[src/design/cbr_pkg.sv]
// ----------------------------------------------------------------------------
// Cascaded biquad with coefficient ramp - shared definitions
// Types, register map and constants used by the filter cells, the ramp unit
// and the top level.
// ----------------------------------------------------------------------------
package cbr_pkg;

    // default sizing of the top level
    localparam int DEF_CHANNELS        = 2;
    localparam int DEF_MAX_STAGE_COUNT = 4;
    localparam int DEF_SAMPLE_BITS     = 24;
    localparam int DEF_COEFF_FRAC_BITS = 20;

    // register port
    localparam int CFG_IDX_W    = 3;
    localparam int CFG_DATA_W   = 24;
    localparam int COEF_W       = 24;
    localparam int NCOEF        = 5;
    localparam int STAGE_CNT_W  = 3;
    localparam int RAMP_SHIFT_W = 4;
    localparam int REM_W        = 13;

    localparam logic [RAMP_SHIFT_W-1:0] RAMP_SHIFT_MAX   = 4'd12;
    localparam logic [RAMP_SHIFT_W-1:0] RESET_RAMP_SHIFT = 4'd7;
    localparam logic [STAGE_CNT_W-1:0]  RESET_STAGE_CNT  = 3'd1;

    // coefficient slots within a row
    localparam int C_B0 = 0;
    localparam int C_B1 = 1;
    localparam int C_B2 = 2;
    localparam int C_A1 = 3;
    localparam int C_A2 = 4;

    typedef enum logic [CFG_IDX_W-1:0] {
        REG_B0,
        REG_B1,
        REG_B2,
        REG_A1,
        REG_A2,
        REG_STAGE_COUNT,
        REG_RAMP_SHIFT,
        REG_FILTER_ON
    } t_reg_idx;

    typedef enum logic [1:0] {
        MODE_IDLE,
        MODE_RAMP,
        MODE_JUMP
    } t_mode;

    typedef enum logic [1:0] {
        ST_IDLE,
        ST_SETUP,
        ST_RUN,
        ST_OUT
    } t_state;

    typedef struct packed {
        logic en;
        logic clear;
    } t_cell_ctl;

    typedef struct packed {
        logic setup;
        logic commit;
        logic retarget;
    } t_ramp_ctl;

    // target registers must hold the unity reset value of b0
    function automatic int tgt_width(input int frac);
        return (frac + 2 > COEF_W) ? frac + 2 : COEF_W;
    endfunction

endpackage

[src/design/cbr_ramp.sv]
// ----------------------------------------------------------------------------
// Coefficient ramp unit
// Per channel coefficient set, ramp steps, remaining count and retarget
// mode. Setup builds the working set for one item, commit writes back the
// set, advanced by one ramp step while a ramp is under way.
// ----------------------------------------------------------------------------
module cbr_ramp #(
    parameter  int CHANNELS        = cbr_pkg::DEF_CHANNELS,
    parameter  int COEFF_FRAC_BITS = cbr_pkg::DEF_COEFF_FRAC_BITS,
    localparam int TW  = cbr_pkg::tgt_width(COEFF_FRAC_BITS),
    localparam int CCW = TW + 1,
    localparam int CHW = (CHANNELS > 1) ? $clog2(CHANNELS) : 1
) (
    input  logic                                    i_clk,
    input  logic                                    i_rst_n,
    input  cbr_pkg::t_ramp_ctl                      i_ctl,
    input  logic [CHW-1:0]                          i_ch,
    input  logic [cbr_pkg::NCOEF-1:0][TW-1:0]       i_tgt,
    input  logic [cbr_pkg::RAMP_SHIFT_W-1:0]        i_shift,
    output logic [cbr_pkg::NCOEF-1:0][CCW-1:0]      o_coef
);

    localparam int RW = cbr_pkg::REM_W;

    logic [cbr_pkg::NCOEF-1:0][CCW-1:0] r_cur  [CHANNELS];
    logic [cbr_pkg::NCOEF-1:0][CCW-1:0] r_step [CHANNELS];
    logic [RW-1:0]                      r_rem  [CHANNELS];
    cbr_pkg::t_mode                     r_mode [CHANNELS];

    logic [cbr_pkg::NCOEF-1:0][CCW-1:0] r_wc, r_ws, n_wc, n_ws, upd, tgt_ext;
    logic [RW-1:0]                      r_wr, n_wr;
    logic [cbr_pkg::RAMP_SHIFT_W-1:0]   sh;
    logic signed [CCW:0]                diff [cbr_pkg::NCOEF];
    logic signed [CCW:0]                stepv [cbr_pkg::NCOEF];

    assign sh = (i_shift > cbr_pkg::RAMP_SHIFT_MAX) ? cbr_pkg::RAMP_SHIFT_MAX : i_shift;

    always_comb begin
        for (int k = 0; k < cbr_pkg::NCOEF; k++) begin
            tgt_ext[k] = CCW'($signed(i_tgt[k]));
            diff[k]    = (CCW+1)'($signed(tgt_ext[k])) - (CCW+1)'($signed(r_cur[i_ch][k]));
            stepv[k]   = diff[k] >>> sh;
        end
        case (r_mode[i_ch])
            cbr_pkg::MODE_JUMP: begin
                n_wc = tgt_ext;
                n_ws = '0;
                n_wr = '0;
            end
            cbr_pkg::MODE_RAMP: begin
                n_wc = r_cur[i_ch];
                for (int k = 0; k < cbr_pkg::NCOEF; k++) begin
                    n_ws[k] = (sh == '0) ? '0 : CCW'(stepv[k]);
                end
                n_wr = RW'(1) << sh;
            end
            default: begin
                n_wc = r_cur[i_ch];
                n_ws = r_step[i_ch];
                n_wr = r_rem[i_ch];
            end
        endcase
    end

    // one ramp step; the last one lands exactly on the targets
    always_comb begin
        for (int k = 0; k < cbr_pkg::NCOEF; k++) begin
            if (r_wr == '0) begin
                upd[k] = r_wc[k];
            end else if (r_wr == RW'(1)) begin
                upd[k] = tgt_ext[k];
            end else begin
                upd[k] = r_wc[k] + r_ws[k];
            end
        end
    end

    always_ff @(posedge i_clk) begin
        if (!i_rst_n) begin
            for (int c = 0; c < CHANNELS; c++) begin
                r_mode[c] <= cbr_pkg::MODE_JUMP;
                r_rem[c]  <= '0;
            end
        end else begin
            if (i_ctl.retarget) begin
                for (int c = 0; c < CHANNELS; c++) begin
                    if (r_mode[c] != cbr_pkg::MODE_JUMP) begin
                        r_mode[c] <= cbr_pkg::MODE_RAMP;
                    end
                end
            end
            if (i_ctl.setup) begin
                r_mode[i_ch] <= cbr_pkg::MODE_IDLE;
            end
            if (i_ctl.commit) begin
                r_rem[i_ch] <= (r_wr == '0) ? '0 : r_wr - RW'(1);
            end
        end
    end

    always_ff @(posedge i_clk) begin
        if (i_ctl.setup) begin
            r_wc <= n_wc;
            r_ws <= n_ws;
            r_wr <= n_wr;
        end
        if (i_ctl.commit) begin
            r_cur[i_ch]  <= upd;
            r_step[i_ch] <= r_ws;
        end
    end

    assign o_coef = r_wc;

endmodule

[config.mk]
export PLATFORM = sky130hd
export DESIGN_NAME = cbr_ramp
export DESIGN_NICKNAME = d
export VERILOG_FILES = /design/src/design/cbr_pkg.sv /design/src/design/cbr_ramp.sv
export SDC_FILE = /design/constraint.sdc
export NUM_CORES = 2
export LEC_CHECK = 0
export BUFFER_PORTS_ARGS = -buffer_cell sky130_fd_sc_hd__buf_4
export CELL_PAD_IN_SITES_DETAIL_PLACEMENT = 0
export CELL_PAD_IN_SITES_GLOBAL_PLACEMENT = 1
export CORE_AREA = 2 2 324 326
export DETAILED_ROUTE_END_ITERATION = 12
export DIE_AREA = 0 0 326 328
export GPL_TIMING_DRIVEN = 0
export HOLD_SLACK_MARGIN = 0.15
export PLACE_DENSITY_LB_ADDON = 0.1
export REMOVE_ABC_BUFFERS = 1
export SLEW_MARGIN = 15
export SYNTH_ARGS = -nofsm -noshare
export SYNTH_HDL_FRONTEND = slang
export SYNTH_SLANG_ARGS = --single-unit
[constraint.sdc]
create_clock -name i_clk -period 24.4 [get_ports i_clk]
set_input_delay 3.66 -clock i_clk [delete_from_list [all_inputs] [get_ports i_clk]]
set_output_delay 3.66 -clock i_clk [all_outputs]
set_load 0.005 [all_outputs]
# Word-level counts from Yosys, hierarchy flattened
# Memory sizes are Yosys's and may differ from the RTL's.
# Index checks and enable logic that the tools add are counted.
# classes
addsub	11
order_cmp	1
eq_ne	5
shift	6
n_mux	41
bitwise	2
reduce_logical	3
# op_table
cell	count
25-bit two-way mux	15
125-bit case mux with 2 select lines	1
26-bit by 4-bit >>> shifter with 25-bit output	5
24-bit by 25-bit subtractor with 26-bit output	5
25-bit adder	5
125-bit two-way mux	1
13-bit two-way mux	2
13-bit case mux with 2 select lines	1
1-bit two-way mux	18
13-bit by 1-bit == test with 1-bit output, second input constant	1
13-bit logical NOT	1
13-bit OR reduction	1
1-bit by 4-bit left shift with 13-bit output, first input constant	1
13-bit by 1-bit subtractor with 13-bit output, second input constant	1
4-bit > comparator, second input constant	1
4-bit logical NOT	1
2-bit two-way mux	2
4-bit two-way mux	1
2-bit != test, second input constant	2
2-bit by 1-bit == test with 1-bit output, second input constant	1
2-bit == test, second input constant	1
1-bit bitwise OR	2
# totals
regBits	263
mem_bits_rw	530
in_bits	130
output_inout_bits	125
word_cells	84
memories	4
# memory_table
memory	words	width	read_ports	rd_ports_with_merged_regs	write_ports	line_no	text
r_cur	2	125	1	0	1	cbr_ramp.sv:25	logic [cbr_pkg::NCOEF-1:0][CCW-1:0] r_cur [CHANNELS];
r_step	2	125	1	0	1	cbr_ramp.sv:26	logic [cbr_pkg::NCOEF-1:0][CCW-1:0] r_step [CHANNELS];
r_rem	2	13	1	0	2	cbr_ramp.sv:27	logic [RW-1:0] r_rem [CHANNELS];
r_mode	2	2	3	0	3	cbr_ramp.sv:28	cbr_pkg::t_mode r_mode [CHANNELS];

# Logic depth before layout (Yosys ltp)
# depth
ltp_word	6
depth_mapped	18
depth_no_buf	14

# Worst setup path after synthesis
# No wires, ideal clock.
# synth_timing
path_kind	input -> register
startpoint	input port i_ch
endpoint	memory r_rem[0][0] in the netlist's numbering, data pin
setup_time_ns	0.207
t_arrival_ns	18.034
required_ns	24.193
path_slack_ns	6.160
stages	6
path_buffers	3
cell_sequence	clkbuf_1 buf_1 clkbuf_1 nor2b_1 nand3_1 nor2_1
# synth_lines
item	line_no	text
start: declaration	cbr_ramp.sv:17	input logic [CHW-1:0] i_ch,
end: declaration	cbr_ramp.sv:27	

==> impl_metrics.json <==
{
  "outcome": "complete, no violations",
  "setup_viol": 0,
  "ctsResizeCount": 0,
  "timing.hold.worst.class": "reg -> reg",
  "place.gp.congestion": 0.874,
  "grt_overflow": 0,
  "cp_data_arrival_time_ns": 10.08,
  "synth_simple_gate_area_share_pct": 12.9,
  "seqPwrFrac_pct": 37.8,
  "tritoncts": "yes",
  "worst-slew-pin-transition_ns": 1.24,
  "post_cts_hold_buffer_count": 0,
  "setup_repair_after_global_routing_missed_its_margin": "false",
  "post_synth_instance_area_mm2": 0.0514,
  "synth.area.mux_share_pct": 8.75,
  "min_path_cells": 2,
  "final_period_utilization_pct": 39.0,
  "die_area_mm2": 0.107,
  "worst-setup-path-type": "in -> reg",
  "relSlewSlack_pct": 17.1,
  "area_share_of_the_largest_cell_type_after_synthesis_pct": 46.1,
  "power.combinational.fraction_pct": 31.8,
  "min_setup_slack_post_route_ns": 14.88,
  "synth_area_per_inst_um2": 10.2,
  "htreeDepth": 3,
  "cts_setup_buffers": 0,
  "io_pins": 255,
  "antenna_left": 0,
  "area_delta_synth_final_pct": 13.8,
  "synth-compound-area-share_pct": 19.6,
  "netlist-cell-type-count": 98,
  "wire_length_per_cell_um": 24.9,
  "placement.io_buffers": 254,
  "antenna_found_initial": 12,
  "rrSetupSlack_ns": 19.66,
  "placement_rows": 118,
  "drv_slew": 0,
  "detail_route.iter0.violations": 3839,
  "fraction_of_power_consumed_by_the_clock_network_pct": 30.4,
  "startpoint_type": "primary input",
  "nNetsFinal": 5572,
  "synth_xor_xnor_area_share_pct": 3.00,
  "layout.core_utilization_pct": 56.7,
  "remaining_drc_errors": 0,
  "required_ns": 24.96,
  "design.core.area_mm2": 0.103,
  "grt_pass1_wl_mm": 248,
  "peakVddDrop_uv": 62.3,
  "total_switching_power_uw": 1560,
  "worstPathMaxFanout": 85,
  "maximum_clock_skew_at_final_layout_ns": 0.0174,
  "cts_buffers": 93,
  "fmax_mhz": 105,
  "root_buffer": "sky130_fd_sc_hd__clkbuf_16",
  "ys_seq_area_share_pct": 46.3,
  "switching_fraction_pct": 33.3,
  "endpoint_kind": "flip-flop",
  "ctsLongestPathBuffers": 3,
  "report.final.hold_viol_count": 0,
  "initial_core_util_pct": 49.8,
  "grt_start_max_net_pins": 91,
  "ys_top_cells_by_area": "sky130_fd_sc_hd__edfxtp_1 46%, sky130_fd_sc_hd__ha_1 6.4%, sky130_fd_sc_hd__a21oi_1 4.9%, sky130_fd_sc_hd__mux2i_1 4.5%, sky130_fd_sc_hd__nor2_1 3.7%",
  "place.detailed.hpwl_mm": 117,
  "ys_ff_latch": 793,
  "async_flop_share_pct": 0,
  "synth_enable_flop_cells": 789,
  "synth_top_family_by_area": "compound AO/OA/AOI/OAI gates",
  "total_leakage_power_uw": 0.0225,
  "gr-usage-all-layers_pct": 30.2,
  "die_height_um": 328,
  "pre_antenna_drt_iters": 6,
  "clkTransAtPathRegs_ns": 0.07,
  "cellInternalPower_uw": 3120,
  "die_boundary_width_um": 326,
  "synthesized_area_fraction_occupied_by_adder_cells_pct": 6.79,
  "pwr_density_cell_mw_per_mm2": 79.9,
  "ff2ff_path_depth": 14,
  "dp_worst_setup_slack_ns": 14.59,
  "maxCapViolations": 0,
  "num_vias": 41800,
  "final.min_clock_period_ns": 9.52,
  "yosys_warnings": 0,
  "ys.flop_type": "sky130_fd_sc_hd__edfxtp_1",
  "worstSkewPairLatency_ns": 0.69,
  "yosys.area.top_type": "sky130_fd_sc_hd__edfxtp_1",
  "syn_inst": 5030,
  "drive_above_1_share_pct": 13.6,
  "wl_mm": 165,
  "clock-sinks": 793,
  "number_of_global_route_vias_before_repair": 40000,
  "vias_per_cell": 6.31
}
-- logic make-up after synthesis --
group / count (synthesis)
AOI/OAI and AO/OA: 1553
adders and majority gates: 273
muxes: 411
xor gates and xnor gates: 176
DFF: 793
and+or+nand+nor: 1450
buffers and inverters: 374
-- layout make-up --
class	count	area, um2
timing repair buffer	315	3220
multi-input combinational	3863	26400
antenna	3	7.51
clock inverter	53	603
fill	9034	44700
sequential	793	23800
inverter	103	398
tap	1380	1730
clock buffer	115	2430
-- synth_stat cells, types with 88 or more instances --
library cell and number:
sky130_fd_sc_hd__edfxtp_1 789, sky130_fd_sc_hd__a21oi_1 504, sky130_fd_sc_hd__nor2_1 504, sky130_fd_sc_hd__nand2_1 442, sky130_fd_sc_hd__o21ai_0 303, sky130_fd_sc_hd__ha_1 263, sky130_fd_sc_hd__mux2i_1 230, sky130_fd_sc_hd__clkbuf_1 219
sky130_fd_sc_hd__mux2_2 167, sky130_fd_sc_hd__xnor2_1 119, sky130_fd_sc_hd__inv_1 100, sky130_fd_sc_hd__a211oi_1 88, sky130_fd_sc_hd__nor3_1 88
-- power by group through the flow --
stage | clock network (uW) | logic (uW) | registers, uW
6_report | 1420 | 1490 | 1770
4_1_cts | 1440 | 1470 | 1760
3_3_place_gp | 0 | 1450 | 1830
2_1_floorplan | 0 | 1030 | 1780
5_1_grt | 1490 | 1640 | 1780
3_5_place_dp | 0 | 1460 | 1790
-- flip-flops by register name (all words and copies together) (netlist names) --
name    flops
r_ws      125
r_rem      26
r_wr       13
o_coef    125
r_step    250
r_mode      4
r_cur     250
-- stage by stage --
step           instances  power [uW]  area [um2]  hold slack (ns)  TNS (ns)
2_1_floorplan       4759        2810       50400            0.433         0
3_3_place_gp        6393        3270       54000            0.449  -1940.41
3_5_place_dp        6454        3250       55500            0.448         0
4_1_cts             6622        4680       58500            0.457         0
5_1_grt             6625        4900       58500            0.489         0
6_report            6625        4670       58500            0.460         0
-- placed cells by master, fill, tap and decap left out, types with 15 or more instances in the layout --
cell / instances
sky130_fd_sc_hd__nor2_1: 496
sky130_fd_sc_hd__mux2_2: 167
sky130_fd_sc_hd__o21a_1: 53
sky130_fd_sc_hd__buf_16: 27
sky130_fd_sc_hd__and2_1: 40
sky130_fd_sc_hd__nand2b_1: 55
sky130_fd_sc_hd__xor2_1: 57
sky130_fd_sc_hd__or2_2: 15
sky130_fd_sc_hd__a221oi_1: 15
sky130_fd_sc_hd__buf_12: 21
sky130_fd_sc_hd__a221o_1: 21
sky130_fd_sc_hd__a21o_1: 84
sky130_fd_sc_hd__ha_1: 261
sky130_fd_sc_hd__o21bai_1: 22
sky130_fd_sc_hd__nand4_1: 23
sky130_fd_sc_hd__a211oi_1: 88
sky130_fd_sc_hd__o31ai_1: 27
sky130_fd_sc_hd__inv_1: 99
sky130_fd_sc_hd__clkbuf_16: 94
sky130_fd_sc_hd__nor3_1: 87
sky130_fd_sc_hd__edfxtp_1: 789
sky130_fd_sc_hd__mux2i_1: 230
sky130_fd_sc_hd__and3_1: 44
sky130_fd_sc_hd__or3_1: 40
sky130_fd_sc_hd__a21oi_1: 503
sky130_fd_sc_hd__a211o_1: 23
sky130_fd_sc_hd__clkinv_2: 16
sky130_fd_sc_hd__o21ai_0: 302
sky130_fd_sc_hd__nand2_1: 437
sky130_fd_sc_hd__nor2b_1: 43
sky130_fd_sc_hd__a31oi_1: 81
sky130_fd_sc_hd__a22o_1: 15
sky130_fd_sc_hd__clkbuf_1: 21
sky130_fd_sc_hd__nand3_1: 74
sky130_fd_sc_hd__o211ai_1: 72
sky130_fd_sc_hd__o221ai_1: 40
sky130_fd_sc_hd__buf_4: 257
sky130_fd_sc_hd__a22oi_1: 22
sky130_fd_sc_hd__xnor2_1: 119
-- worst max-delay path: stages --
cell and delay (ns):
sky130_fd_sc_hd__buf_4 0.86, sky130_fd_sc_hd__clkinv_4 1.02, sky130_fd_sc_hd__nand2_1 1.09, sky130_fd_sc_hd__nor2_1 0.52
sky130_fd_sc_hd__a21oi_4 0.78, sky130_fd_sc_hd__buf_16 0.23, sky130_fd_sc_hd__nand2_2 0.30, sky130_fd_sc_hd__nor2_1 0.89
sky130_fd_sc_hd__a22o_1 0.29, sky130_fd_sc_hd__a21oi_1 0.04, sky130_fd_sc_hd__a21bo_2 0.23
-- layer usage --
metal,GRT usage (%),part of all wire (%),vias up
met5,0,0.044,-
met4,10.7,3.4,12
met3,5.33,7.8,290
met2,48.9,46,1677
met1,40.7,43,20400
li1,-,-,19500
-- worst paths after layout --
path                                                   to                       from
worst min-delay path            r_mode[0][1]$_SDFFE_PP0P_  r_mode[0][1]$_SDFFE_PP0P_
worst max-delay path                   r_ws[87]$_DFFE_PP_                 i_shift[2]
worst min register to register  r_mode[0][1]$_SDFFE_PP0P_  r_mode[0][1]$_SDFFE_PP0P_
worst max register to register         r_ws[36]$_DFFE_PP_     r_cur[0][25]$_DFFE_PP_
(Power assumes the default switching activity.)
